File: src/rtl/assert_macros.svh
// ----------------------------------------------------------------------------
// assert_macros.svh
// concurrent assertion macros used by the rtl
// ----------------------------------------------------------------------------
`ifndef ASSERT_MACROS_SVH
`define ASSERT_MACROS_SVH

`ifndef ASSERT_OFF

// same-cycle implication
`define ASSERT_IMPLY(name, clk, rst_n, pre, post) \
  name: assert property (@(posedge clk) disable iff (!rst_n) (pre) |-> (post)) \
    else $error("assertion failed");

// next-cycle implication
`define ASSERT_NEXT(name, clk, rst_n, pre, post) \
  name: assert property (@(posedge clk) disable iff (!rst_n) (pre) |=> (post)) \
    else $error("assertion failed");

`else

`define ASSERT_IMPLY(name, clk, rst_n, pre, post)
`define ASSERT_NEXT(name, clk, rst_n, pre, post)

`endif

`endif

File: src/rtl/ssdm_pkg.sv
// ----------------------------------------------------------------------------
// ssdm_pkg
// types, constants and glyph functions for the seven segment display mux
// ----------------------------------------------------------------------------
package ssdm_pkg;

  typedef enum logic [1:0] {
    LAYOUT_SINGLE = 2'd0,
    LAYOUT_PAIR   = 2'd1,
    LAYOUT_QUAD   = 2'd2,
    LAYOUT_ALT    = 2'd3
  } layout_e;

  localparam logic [2:0] POS_UNITS     = 3'd0;
  localparam logic [2:0] POS_TENS      = 3'd1;
  localparam logic [2:0] POS_HUNDREDS  = 3'd2;
  localparam logic [2:0] POS_THOUSANDS = 3'd3;
  localparam logic [2:0] POS_LEDS      = 3'd4;

  localparam logic [1:0] CFG_LAYOUT   = 2'd0;
  localparam logic [1:0] CFG_DISPLAY  = 2'd1;
  localparam logic [1:0] CFG_LED_MODE = 2'd2;

  localparam logic [3:0] GLYPH_SEL_DOT   = 4'd1;
  localparam logic [3:0] GLYPH_SEL_UNDER = 4'd2;
  localparam logic [3:0] GLYPH_SEL_DASH  = 4'd3;
  localparam logic [3:0] GLYPH_SEL_BAR   = 4'd4;

  localparam logic [7:0] GLYPH_DOT   = 8'h01;
  localparam logic [7:0] GLYPH_UNDER = 8'h02;
  localparam logic [7:0] GLYPH_DASH  = 8'h20;
  localparam logic [7:0] GLYPH_BAR   = 8'h10;
  localparam logic [7:0] GLYPH_NONE  = 8'h00;

  localparam logic [15:0] DEC_MAX_SINGLE = 16'd9999;
  localparam logic [7:0]  DEC_MAX_BYTE   = 8'd99;
  localparam logic [7:0]  DEC_MAX_DIGIT  = 8'd9;

  // reciprocal multipliers, exact over the decimal ranges in use
  localparam logic [31:0] RECIP_10    = 32'd52429;  // >> 19
  localparam logic [31:0] RECIP_100   = 32'd5243;   // >> 19
  localparam logic [31:0] RECIP_1000  = 32'd8389;   // >> 23
  localparam logic [15:0] RECIP_10_B  = 16'd205;    // >> 11, byte range

  typedef logic [7:0] digit_t;

  typedef struct packed {
    logic        tick;
    logic [15:0] value_single;
    logic [7:0]  pair_high;
    logic [7:0]  pair_low;
    logic [7:0]  digit_thousands;
    logic [7:0]  digit_hundreds;
    logic [7:0]  digit_tens;
    logic [7:0]  digit_units;
    logic [7:0]  led_number;
    logic [7:0]  led_bits;
  } in_item_t;

  typedef struct packed {
    digit_t thou;
    digit_t hund;
    digit_t tens;
    digit_t units;
  } digits_t;

  typedef struct packed {
    logic    tick;
    logic    keep;
    digits_t digits;
    logic [7:0] led_seg;
  } formed_t;

  function automatic logic [7:0] seg_of(input digit_t d);
    logic [7:0] seg;
    unique case (d[3:0])
      4'h0: seg = 8'hDE;
      4'h1: seg = 8'h88;
      4'h2: seg = 8'hB6;
      4'h3: seg = 8'hBA;
      4'h4: seg = 8'hE8;
      4'h5: seg = 8'h7A;
      4'h6: seg = 8'h7E;
      4'h7: seg = 8'h98;
      4'h8: seg = 8'hFE;
      4'h9: seg = 8'hF8;
      4'hA: seg = 8'hFC;
      4'hB: seg = 8'h6E;
      4'hC: seg = 8'h56;
      4'hD: seg = 8'hAE;
      4'hE: seg = 8'h76;
      4'hF: seg = 8'h74;
      default: seg = 8'h00;
    endcase
    if (d[7:4] != 4'h0) begin
      seg = 8'h00;
    end
    return seg;
  endfunction

  function automatic logic [7:0] blank_glyph(input logic [3:0] sel);
    logic [7:0] g;
    unique case (sel)
      GLYPH_SEL_DOT:   g = GLYPH_DOT;
      GLYPH_SEL_UNDER: g = GLYPH_UNDER;
      GLYPH_SEL_DASH:  g = GLYPH_DASH;
      GLYPH_SEL_BAR:   g = GLYPH_BAR;
      default:         g = GLYPH_NONE;
    endcase
    return g;
  endfunction

endpackage

File: src/rtl/seven_segment_display_mux_core.sv
// ----------------------------------------------------------------------------
// seven_segment_display_mux_core
// path: input register, then output register, which holds each result
// throughput: one transaction per cycle; the input register refills in the cycle
//   its transaction moves on, and input stalls only while a result waits
// reset: asynchronous, active low; clears config, tick counter, phase and held digits
// ----------------------------------------------------------------------------
`include "assert_macros.svh"

module seven_segment_display_mux_core #(
  parameter int TICKS_PER_PHASE = 4
) (
  input  logic        clk_i,
  input  logic        rst_ni,

  input  logic        cfg_we_i,
  input  logic [1:0]  cfg_idx_i,
  input  logic [7:0]  cfg_data_i,

  input  logic        in_valid_i,
  output logic        in_ready_o,
  input  logic        tick_i,
  input  logic [15:0] value_single_i,
  input  logic [7:0]  pair_high_i,
  input  logic [7:0]  pair_low_i,
  input  logic [7:0]  digit_thousands_i,
  input  logic [7:0]  digit_hundreds_i,
  input  logic [7:0]  digit_tens_i,
  input  logic [7:0]  digit_units_i,
  input  logic [7:0]  led_number_i,
  input  logic [7:0]  led_bits_i,

  output logic        out_valid_o,
  input  logic        out_ready_i,
  output logic [7:0]  segments_o,
  output logic [2:0]  position_o
);

  import ssdm_pkg::*;

  localparam int CntW = $clog2(TICKS_PER_PHASE + 1);

  typedef enum logic [2:0] {
    PH_IDLE      = 3'd0,
    PH_UNITS     = 3'd1,
    PH_TENS      = 3'd2,
    PH_HUNDREDS  = 3'd3,
    PH_THOUSANDS = 3'd4,
    PH_LEDS      = 3'd5
  } phase_e;

  // configuration
  layout_e    layout_q;
  logic [7:0] disp_mode_q;
  logic       led_mode_q;

  always_ff @(posedge clk_i or negedge rst_ni) begin
    if (!rst_ni) begin
      layout_q    <= LAYOUT_SINGLE;
      disp_mode_q <= 8'h00;
      led_mode_q  <= 1'b0;
    end else if (cfg_we_i) begin
      unique case (cfg_idx_i)
        CFG_LAYOUT:   layout_q    <= layout_e'(cfg_data_i[1:0]);
        CFG_DISPLAY:  disp_mode_q <= cfg_data_i;
        CFG_LED_MODE: led_mode_q  <= cfg_data_i[0];
        default: ;
      endcase
    end
  end

  // pipeline handshake
  logic     s1_valid_q, out_valid_q;
  logic     out_free, s1_ready, s1_fire;
  in_item_t s1_q;

  assign out_free   = !out_valid_q || out_ready_i;
  assign s1_ready   = !s1_valid_q || out_free;
  assign s1_fire    = s1_valid_q && out_free;
  assign in_ready_o = s1_ready;

  always_ff @(posedge clk_i or negedge rst_ni) begin
    if (!rst_ni) begin
      s1_valid_q <= 1'b0;
    end else if (s1_ready) begin
      s1_valid_q <= in_valid_i;
    end
  end

  always_ff @(posedge clk_i) begin
    if (in_valid_i && s1_ready) begin
      s1_q <= '{
        tick:            tick_i,
        value_single:    value_single_i,
        pair_high:       pair_high_i,
        pair_low:        pair_low_i,
        digit_thousands: digit_thousands_i,
        digit_hundreds:  digit_hundreds_i,
        digit_tens:      digit_tens_i,
        digit_units:     digit_units_i,
        led_number:      led_number_i,
        led_bits:        led_bits_i
      };
    end
  end

  // digit forming
  logic        hex;
  logic [31:0] prod10, prod100, prod1000;
  logic [12:0] q10;
  logic [6:0]  q100;
  logic [3:0]  q1000;
  logic [15:0] rem_u;
  logic [12:0] rem_t;
  logic [6:0]  rem_h;
  logic [7:0]  ph_dec, pl_dec;
  logic [15:0] ph_prod, pl_prod;
  logic [3:0]  ph_q, pl_q;
  logic [7:0]  ph_r, pl_r;
  formed_t     formed;

  assign hex = (disp_mode_q[7:4] != 4'h0);

  always_comb begin
    prod10   = 32'(s1_q.value_single) * RECIP_10;
    prod100  = 32'(s1_q.value_single) * RECIP_100;
    prod1000 = 32'(s1_q.value_single) * RECIP_1000;
    q10      = prod10[31:19];
    q100     = prod100[25:19];
    q1000    = prod1000[26:23];
    rem_u    = s1_q.value_single - 16'(q10) * 16'd10;
    rem_t    = q10 - 13'(q100) * 13'd10;
    rem_h    = q100 - 7'(q1000) * 7'd10;

    ph_dec  = (s1_q.pair_high > DEC_MAX_BYTE) ? 8'd0 : s1_q.pair_high;
    pl_dec  = (s1_q.pair_low  > DEC_MAX_BYTE) ? 8'd0 : s1_q.pair_low;
    ph_prod = 16'(ph_dec) * RECIP_10_B;
    pl_prod = 16'(pl_dec) * RECIP_10_B;
    ph_q    = ph_prod[14:11];
    pl_q    = pl_prod[14:11];
    ph_r    = ph_dec - 8'(ph_q) * 8'd10;
    pl_r    = pl_dec - 8'(pl_q) * 8'd10;

    formed.tick    = s1_q.tick;
    formed.keep    = 1'b0;
    formed.led_seg = led_mode_q ? s1_q.led_number : s1_q.led_bits;
    unique case (layout_q)
      LAYOUT_PAIR: begin
        if (hex) begin
          formed.digits = '{thou:  8'(s1_q.pair_high[7:4]), hund: 8'(s1_q.pair_high[3:0]),
                            tens:  8'(s1_q.pair_low[7:4]),  units: 8'(s1_q.pair_low[3:0])};
        end else begin
          formed.digits = '{thou: 8'(ph_q), hund: ph_r, tens: 8'(pl_q), units: pl_r};
        end
      end
      LAYOUT_QUAD: begin
        if (hex) begin
          formed.digits = '{thou: s1_q.digit_thousands, hund: s1_q.digit_hundreds,
                            tens: s1_q.digit_tens, units: s1_q.digit_units};
        end else begin
          formed.digits = '{
            thou:  (s1_q.digit_thousands > DEC_MAX_DIGIT) ? 8'd0 : s1_q.digit_thousands,
            hund:  (s1_q.digit_hundreds  > DEC_MAX_DIGIT) ? 8'd0 : s1_q.digit_hundreds,
            tens:  (s1_q.digit_tens      > DEC_MAX_DIGIT) ? 8'd0 : s1_q.digit_tens,
            units: (s1_q.digit_units     > DEC_MAX_DIGIT) ? 8'd0 : s1_q.digit_units
          };
        end
      end
      default: begin
        if (hex) begin
          formed.digits = '{thou:  8'(s1_q.value_single[15:12]),
                            hund:  8'(s1_q.value_single[11:8]),
                            tens:  8'(s1_q.value_single[7:4]),
                            units: 8'(s1_q.value_single[3:0])};
        end else begin
          formed.keep   = (s1_q.value_single > DEC_MAX_SINGLE);
          formed.digits = '{thou: 8'(q1000), hund: 8'(rem_h[3:0]),
                            tens: 8'(rem_t[3:0]), units: 8'(rem_u[3:0])};
        end
      end
    endcase
  end

  // phase stepping and segment select
  digits_t     held_q, held_d;
  logic [CntW-1:0] cnt_q, cnt_inc;
  phase_e      phase_q, phase_d;
  logic        step, emit, m0, c0, d0;
  logic [7:0]  glyph, seg_d, seg_q;
  logic [2:0]  pos_d, pos_q;

  always_comb begin
    held_d  = formed.keep ? held_q : formed.digits;
    cnt_inc = cnt_q + CntW'(1);
    step    = formed.tick && (cnt_inc == CntW'(TICKS_PER_PHASE));
    m0      = (held_d.thou == 8'd0);
    c0      = (held_d.hund == 8'd0);
    d0      = (held_d.tens == 8'd0);
    glyph   = blank_glyph(disp_mode_q[3:0]);
    emit    = 1'b1;
    seg_d   = 8'h00;
    pos_d   = POS_UNITS;
    unique case (phase_q)
      PH_UNITS: begin
        seg_d   = seg_of(held_d.units);
        pos_d   = POS_UNITS;
        phase_d = PH_TENS;
      end
      PH_TENS: begin
        seg_d   = (d0 && c0 && m0) ? glyph : seg_of(held_d.tens);
        pos_d   = POS_TENS;
        phase_d = PH_HUNDREDS;
      end
      PH_HUNDREDS: begin
        seg_d   = (c0 && m0) ? glyph : seg_of(held_d.hund);
        pos_d   = POS_HUNDREDS;
        phase_d = PH_THOUSANDS;
      end
      PH_THOUSANDS: begin
        seg_d   = m0 ? glyph : seg_of(held_d.thou);
        pos_d   = POS_THOUSANDS;
        phase_d = PH_LEDS;
      end
      PH_LEDS: begin
        seg_d   = formed.led_seg;
        pos_d   = POS_LEDS;
        phase_d = PH_UNITS;
      end
      default: begin
        emit    = 1'b0;
        phase_d = PH_UNITS;
      end
    endcase
  end

  always_ff @(posedge clk_i or negedge rst_ni) begin
    if (!rst_ni) begin
      held_q      <= '0;
      cnt_q       <= '0;
      phase_q     <= PH_IDLE;
      out_valid_q <= 1'b0;
    end else begin
      if (out_ready_i) begin
        out_valid_q <= 1'b0;
      end
      if (s1_fire && formed.tick) begin
        held_q <= held_d;
        cnt_q  <= step ? '0 : cnt_inc;
        if (step) begin
          phase_q <= phase_d;
          if (emit) begin
            out_valid_q <= 1'b1;
          end
        end
      end
    end
  end

  always_ff @(posedge clk_i) begin
    if (s1_fire && step && emit) begin
      seg_q <= seg_d;
      pos_q <= pos_d;
    end
  end

  assign out_valid_o = out_valid_q;
  assign segments_o  = seg_q;
  assign position_o  = pos_q;

  `ASSERT_IMPLY(a_pos_range, clk_i, rst_ni, out_valid_o,
                position_o != 3'd5 && position_o != 3'd6 && position_o != 3'd7)
  `ASSERT_IMPLY(a_cnt_below, clk_i, rst_ni, 1'b1, cnt_q < CntW'(TICKS_PER_PHASE))
  `ASSERT_NEXT(a_emit_valid, clk_i, rst_ni, s1_fire && step && emit, out_valid_o)
  `ASSERT_IMPLY(a_stall_full, clk_i, rst_ni, !in_ready_o,
                s1_valid_q && out_valid_q && !out_ready_i)

endmodule

File: config.mk
export PLATFORM = sky130hd
export DESIGN_NAME = seven_segment_display_mux_core
export DESIGN_NICKNAME = d
export VERILOG_FILES = /design/src/rtl/ssdm_pkg.sv /design/src/rtl/seven_segment_display_mux_core.sv
export VERILOG_INCLUDE_DIRS = /design/src /design/src/rtl
export SDC_FILE = /design/constraint.sdc
export NUM_CORES = 1
export LEC_CHECK = 0
export ABC_AREA = 1
export BUFFER_PORTS_ARGS = -buffer_cell sky130_fd_sc_hd__buf_2
export CORE_UTILIZATION = 40
export CTS_CLUSTER_SIZE = 16
export DETAILED_ROUTE_END_ITERATION = 8
export PLACE_DENSITY = 0.59
export RECOVER_POWER = 25
export SYNTH_ARGS = -nofsm -noshare
export SYNTH_HDL_FRONTEND = slang
export SYNTH_SLANG_ARGS = --single-unit
File: constraint.sdc
create_clock -name clk_i -period 9.77 [get_ports clk_i]
set_input_delay 0.977 -clock clk_i [delete_from_list [all_inputs] [get_ports clk_i]]
set_output_delay 0.977 -clock clk_i [all_outputs]
set_load 0.02 [all_outputs]
# After elaboration in Yosys (flattened, before gate mapping)
# Memories as Yosys holds them, arrays and structs flattened.
# Index checks and enable logic that the tools add are counted.
# word_totals
input_bits,96
output_inout_bits,13
rom_bits,448
mem_count,4
regBits,143
elab_cells,123
# mem_list
memory,depth,word_bits,read_ports,rd_ports_with_merged_regs,write_ports,line_no,source
(name not given),16,7,1,0,0,ssdm_pkg.sv:76,unique case (d[3:0])
(name not given),16,7,1,0,0,ssdm_pkg.sv:76,
(name not given),16,7,1,0,0,ssdm_pkg.sv:76,
(name not given),16,7,1,0,0,ssdm_pkg.sv:76,
# classes
multipliers,10
n_eq_ne,14
reduce_logical,28
mux,31
magnitude_cmp,7
n_addsub,6
# op_table
operator,count
$mux 8,14
$mux 32,2
$pmux 32 s2,1
$mux 28,2
$pmux 8 s5,1
$gt 8x4->1 const B,4
$mul 16x16->32 const B,1
$mul 8x8->15 const B,2
$mul 16x14->27 const B,1
$mul 16x13->26 const B,1
$logic_not 8->1,3
$pmux 3 s4,2
$pmux 6 s4,1
$reduce_bool 4->1,5
$gt 16x14->1 const B,1
$gt 8x7->1 const B,2
$sub 8x8->8,2
$mul 4x3->7 const B,2
$mul 13x3->3 const B,1
$sub 4x4->4,3
$eq 3x3->1 const B,3
$logic_and 1x1->1,9
$eq 4x2->1 const B,2
$reduce_and 2->1,4
other kinds (16),27

# Logic depth before layout (Yosys ltp)
# logic_depth
ltp_word,13
mapped_depth,46
depth_no_buf,46

# Least setup slack after synthesis
# No wires, ideal clock.
# synth_path
kind,register to register
startpoint,register s1_q[58] (netlist name)
endpoint,"register seg_q[5], in the netlist segments_o[5] (data pin)"
required_time_ps,9516
stages_incl_launch_ff,43
setup_ps,254
path_buffers,0
period_less_slack_ps,7235
arrival_time_ps,6981
setup_slack_ps,2535
cell_sequence,edfxtp_1 inv_2 nand2_1 nand2_1 nand2_1 nor2_1 ha_1 xor2_1 ha_1 fa_1 inv_1 fa_1 inv_1 ha_1 a21oi_1 o21a_1 nand2_1 nand2_1 (+7 left out) ha_1 nand2_1 inv_1 or2_1 a21oi_1 inv_1 nor2_1 o22ai_1 a21boi_1 nand3_1 nor2_4 nand2_1 nor2_2 nor2_1 nor2_1 nand3_1 nor2_1 nor2_1
# synth_via
elab_chain_cells,13
word_cells_on_any_way,22
classes_between,add/sub (1); mul (2); order compare (1); mux (10); reduce/logical (6); memory (2)
# synth_lines
element,line_no,source
start: declaration,seven_segment_display_mux_core.sv:75,in_item_t s1_q;
start signal: assignment,seven_segment_display_mux_core.sv:92,s1_q <= '{
$gt 8x7->1,seven_segment_display_mux_core.sv:135,ph_dec = (s1_q.pair_high > DEC_MAX_BYTE) ? 8'd0 : s1_q.pair_high;
$mux 8,seven_segment_display_mux_core.sv:135,
$mul 8x8->15,seven_segment_display_mux_core.sv:137,ph_prod = 16'(ph_dec) * RECIP_10_B;
$mul 4x3->7,seven_segment_display_mux_core.sv:141,ph_r = ph_dec - 8'(ph_q) * 8'd10;
$sub 8x8->8,seven_segment_display_mux_core.sv:141,
$mux 28 (*),seven_segment_display_mux_core.sv:149,if (hex) begin
$pmux 32 s2 (*),seven_segment_display_mux_core.sv:147,unique case (layout_q)
$mux 32 (*),seven_segment_display_mux_core.sv:193,held_d = formed.keep ? held_q : formed.digits;
"parallel branches: the longest is 4 deep, another holds $mem_v2 16x7",--,
$pmux 8 s5 (*),seven_segment_display_mux_core.sv:203,unique case (phase_q)
via seg_d[5],seven_segment_display_mux_core.sv:189,"logic [7:0] glyph, seg_d, seg_q;"
end signal: assignment,seven_segment_display_mux_core.sv:261,seg_q <= seg_d;
end: declaration,seven_segment_display_mux_core.sv:189,
# Mark *: on every way through the listed nets, which the timed path passes.
# A chain may end at the register's enable or synchronous reset.

# Worst setup path after layout
# Ends and elaborated chain as after synthesis.

==> impl_summary.md <==
Pwr
The cell-internal power is 2.90 mW. The reported net switching power is 3.44 mW. The share of power burned in the clock network is 0.112. The worst ir drop on vdd is 0.201 mV. Power spread over the standard cell area amounts to 281 mW/mm2.

Of the total power, registers draw 0.124. The reported leakage power is 12.0 nW. The switching part of the total is 0.542.

The logic gate share of total power is 0.764. The power after layout is 6.35 mW.

Clocking
Clock-pin slew was measured on the worst setup and hold paths at 0.07 ns. The CTS tree is yes. In this run the post-CTS setup repair buffer count came out at 0. In this run the clock root is driven by a sky130_fd_sc_hd__clkbuf_16. The longest clock path from root to sink contains 2 buffers.

Gates resized during post-CTS repair numbered 0. The post-cts hold buffer count is 0. The number of levels the H-tree was split into is 4. The count of clock tree sinks is 143.

For the worst-skew pair, the clock arrives at the later sink with an insertion delay of 0.50 ns. The number of clock buffers added by TritonCTS is 17.

Global routing
The number of antenna violations at the first check in global routing was 0. The first-pass GRT wire length is 89.2 mm. The number of global-route vias before repair was 16700. After global routing the overflow that remains totals 0. Across every metal layer, demand over resource in global routing totals 0.220. The maximum number of pins on one net before global-route repair is 57.

Finish
In the final design database the tool counted 3232 nets. The repair_antennas step left the layout with diodes totalling 0. The layout has 4994 filler cells.

Relative to the synthesized area, the layout overhead comes to 10.0%. The share of layout cells above drive strength 1 is 0.0824.

Place
Summed over all nets, the half-perimeter wirelength after detailed placement is 46.5 mm. Buffers placed on the I/O ports in this run total 108. The placer congestion estimate is 0.946.

Drt
The aggregate routed wire length is 56.1 mm. The via count of the routed design is 16500. After detailed routing, the average wire length per cell comes to 17.3 um. The number of violations reported at the end of detailed-routing iteration 0 is 1181.

The first detailed-routing pass took 5 iterations. For this run, design rule violations remaining after detail routing come to 0. The ratio of routed vias to standard cells is 5.10. The final antenna-violating net count is 0.

Setup path
The cell type with the highest occurrence count on the critical path is sky130_fd_sc_hd__nand2_1. The required time of the critical path is 10.01 ns. The kind of end point of the critical path is a register.

The type of origin of the critical path is a register. The critical-path maximum fanout is 8. The kind of cell adding the most delay to the critical path is adder cells. The worst path buffer plus inverter count is 7. The arrival time of data at the critical path endpoint is 8.28 ns.

The slowest cell on the critical path is sky130_fd_sc_hd__fa_1. The critical path class is register to register. The maximum cell stage delay along the critical path is 0.53 ns.

Timing
The total count of hold-check failures in the final report is 0. Setup repair after global routing left no endpoint under its margin. The transition time of the tightest slew-check pin is 1.23 ns.

The final setup violation count is 0. The max-slew violation count is 0. The timing-limited maximum frequency is 124 MHz. The clock skew after layout is 0.0279 ns.

The final setup TNS is 0 ns. The routed design could run at a clock period as short as 8.04 ns. The final period utilization is 0.823.

The worst slew margin relative to its limit is 0.170.

Logic synthesis
Sorting the synthesized cells by area gives the leading types as sky130_fd_sc_hd__ha_1, sky130_fd_sc_hd__fa_1, sky130_fd_sc_hd__edfxtp_1, sky130_fd_sc_hd__inv_1, sky130_fd_sc_hd__nand2_1. The post-synthesis instance area is 0.0205 mm2. The count of mapped cells out of synthesis is 2434.

The sequential-to-total area share from yosys stat is 0.197. For this run, asynchronously set or reset flops after synthesis account for 0.357. Of the post-synthesis cell area, the dominant cell type holds 0.231. The cell type with the highest aggregate area in the netlist is sky130_fd_sc_hd__ha_1. Yosys mapped the design onto 63 distinct sky130hd cell types.

The Yosys step of the flow raised 0 warnings. The prevailing post-synth register cell is sky130_fd_sc_hd__edfxtp_1. Synthesis inferred 143 register bits. In this run, synthesis inferred 92 flip-flops with an integrated enable. A synthesized cell averages 8.43 um2.

Floorplan
The floorplan die width is 229 um. The initial utilization of the core area, before any placement, comes to 0.407. The total I/O pin count is 109.

The core region is 0.0504 mm2. The height of the chip is 229 um. The floorplan step defined a die boundary enclosing 0.0522 mm2.

The floorplan has 82 rows.

Min path
The min-delay analysis places its worst path in the category register to register.

Outcome
The run finished with clean final reports.

Run
Max-cap violations in this run came to 0.
-- stage by stage --
step	hold WS, ns	util	setup WS [ns]	instances	instance area [um2]
after floorplan	0.446	-	2.53	2440	20500
after global placement	0.461	0.436	1.90	3213	22000
after detailed placement	0.468	0.436	1.77	3213	22000
after CTS	0.485	0.448	1.74	3245	22600
after global routing	0.509	0.448	1.09	3245	22600
final	0.485	0.448	1.73	3245	22600
-- metal layers --
metal  track usage  wire (um)  part of all wire  vias to the layer above
met5             0          0                 0                        -
met4        0.0768       1660             0.030                        0
met3        0.0333       3170             0.057                       97
met2         0.366      26600              0.47                      472
met1         0.289      24600              0.44                     7858
li1              -          -                 -                     8112
-- path summary, 6_finish.rpt --
check                      slack, ns  cells after the start       from              to
max                             1.73                     42   s1_q[58]   segments_o[5]
min reg2reg                     0.49                      2  held_q[9]       held_q[9]
min in group asynchronous       0.61                      2     rst_ni      held_q[11]
min                             0.49                      2  held_q[9]       held_q[9]
max reg2reg                     1.73                     42   s1_q[58]   segments_o[5]
max in group asynchronous       8.65                      2     rst_ni  disp_mode_q[5]
-- cell usage after synthesis, types with 3 or more instances --
library cell,n
sky130_fd_sc_hd__mux2_2,6
sky130_fd_sc_hd__o21bai_1,9
sky130_fd_sc_hd__o32ai_1,5
sky130_fd_sc_hd__xor2_1,21
sky130_fd_sc_hd__a22oi_1,3
sky130_fd_sc_hd__clkbuf_1,15
sky130_fd_sc_hd__inv_2,7
sky130_fd_sc_hd__nor2_1,130
sky130_fd_sc_hd__nand3_2,7
sky130_fd_sc_hd__nand3_1,111
sky130_fd_sc_hd__o21ai_0,120
sky130_fd_sc_hd__a21o_1,10
sky130_fd_sc_hd__nand2_1,434
sky130_fd_sc_hd__nor3_1,20
sky130_fd_sc_hd__xnor2_1,14
sky130_fd_sc_hd__o31ai_1,3
sky130_fd_sc_hd__nand4_1,38
sky130_fd_sc_hd__buf_2,8
sky130_fd_sc_hd__nor2_2,5
sky130_fd_sc_hd__dfrtp_1,51
sky130_fd_sc_hd__a21oi_1,122
sky130_fd_sc_hd__nand2_2,6
sky130_fd_sc_hd__o21a_1,4
sky130_fd_sc_hd__nand3b_1,5
sky130_fd_sc_hd__o211ai_1,16
sky130_fd_sc_hd__a31oi_1,8
sky130_fd_sc_hd__edfxtp_1,92
sky130_fd_sc_hd__nor4_1,6
sky130_fd_sc_hd__inv_1,533
sky130_fd_sc_hd__or2_2,4
sky130_fd_sc_hd__ha_1,379
sky130_fd_sc_hd__fa_1,197
-- state kept, by name, indices dropped and copies added (netlist names) --
signal       cells
s1_q            80
held_q          32
disp_mode_q      8
segments_o       8
cnt_q            3
phase_q          3
position_o       3
layout_q         2
formed           1
led_mode_q       1
out_valid_o      1
s1_valid_q       1
-- placed cells by master, fill, tap and decap left out, types with 7 or more instances in the layout --
cell / n
sky130_fd_sc_hd__inv_1: 532
sky130_fd_sc_hd__nand2_1: 434
sky130_fd_sc_hd__ha_1: 379
sky130_fd_sc_hd__fa_1: 197
sky130_fd_sc_hd__nor2_1: 130
sky130_fd_sc_hd__a21oi_1: 122
sky130_fd_sc_hd__o21ai_0: 120
sky130_fd_sc_hd__nand3_1: 111
sky130_fd_sc_hd__buf_2: 105
sky130_fd_sc_hd__edfxtp_1: 92
sky130_fd_sc_hd__dfrtp_1: 51
sky130_fd_sc_hd__nand4_1: 38
sky130_fd_sc_hd__xor2_1: 21
sky130_fd_sc_hd__nor3_1: 20
sky130_fd_sc_hd__buf_4: 20
sky130_fd_sc_hd__clkbuf_16: 17
sky130_fd_sc_hd__o211ai_1: 16
sky130_fd_sc_hd__xnor2_1: 14
sky130_fd_sc_hd__a21o_1: 10
sky130_fd_sc_hd__o21bai_1: 9
sky130_fd_sc_hd__a31oi_1: 8
sky130_fd_sc_hd__conb_1: 8
sky130_fd_sc_hd__inv_2: 7
sky130_fd_sc_hd__nand3_2: 7
sky130_fd_sc_hd__inv_6: 7
-- cell type report --
| type | instances | area [um2] | area share |
|---|---|---|---|
| clock buffer | 17 | 425 | 0.0188 |
| inverter | 543 | 2040 | 0.0905 |
| timing repair buffer | 128 | 687 | 0.0304 |
| multi-input combinational | 1727 | 14300 | 0.636 |
| tap | 672 | 841 | 0.0372 |
| sequential | 143 | 4040 | 0.179 |
| clock inverter | 15 | 194 | 0.00859 |
-- cells by family (layout without fill, tap and decap cells) --
kind of cell / after synthesis / in the layout / share of synthesized area
simple gates: 784 / 784 / 0.168
fa+ha+maj: 576 / 576 / 0.423
flops: 143 / 143 / 0.197
compound gates: 317 / 317 / 0.0871
xor+xnor: 36 / 36 / 0.0157
mux: 6 / 6 / 0.00329
other cells: 2 / 8 / 0.000366
buf+inv: 570 / 703 / 0.105
-- power by group through the flow --
| stage | logic, mW | registers, mW | clock network [mW] |
|---|---|---|---|
| 3_3_place_gp | 4.75 | 0.795 | 0 |
| 4_1_cts | 4.84 | 0.785 | 0.727 |
| 5_1_grt | 5.51 | 0.794 | 0.747 |
| 3_5_place_dp | 4.78 | 0.797 | 0 |
| 2_1_floorplan | 3.54 | 0.788 | 0 |
| 6_report | 4.85 | 0.786 | 0.710 |
-- tightest hold or removal path, delay by kind of cell, from the launching register on --
family             cells  cell delay (ns)
AOI/OAI and AO/OA      1             0.06
DFF                    1             0.34
and+or+nand+nor        1             0.05
No activity file was read; power rests on OpenSTA's default activity.
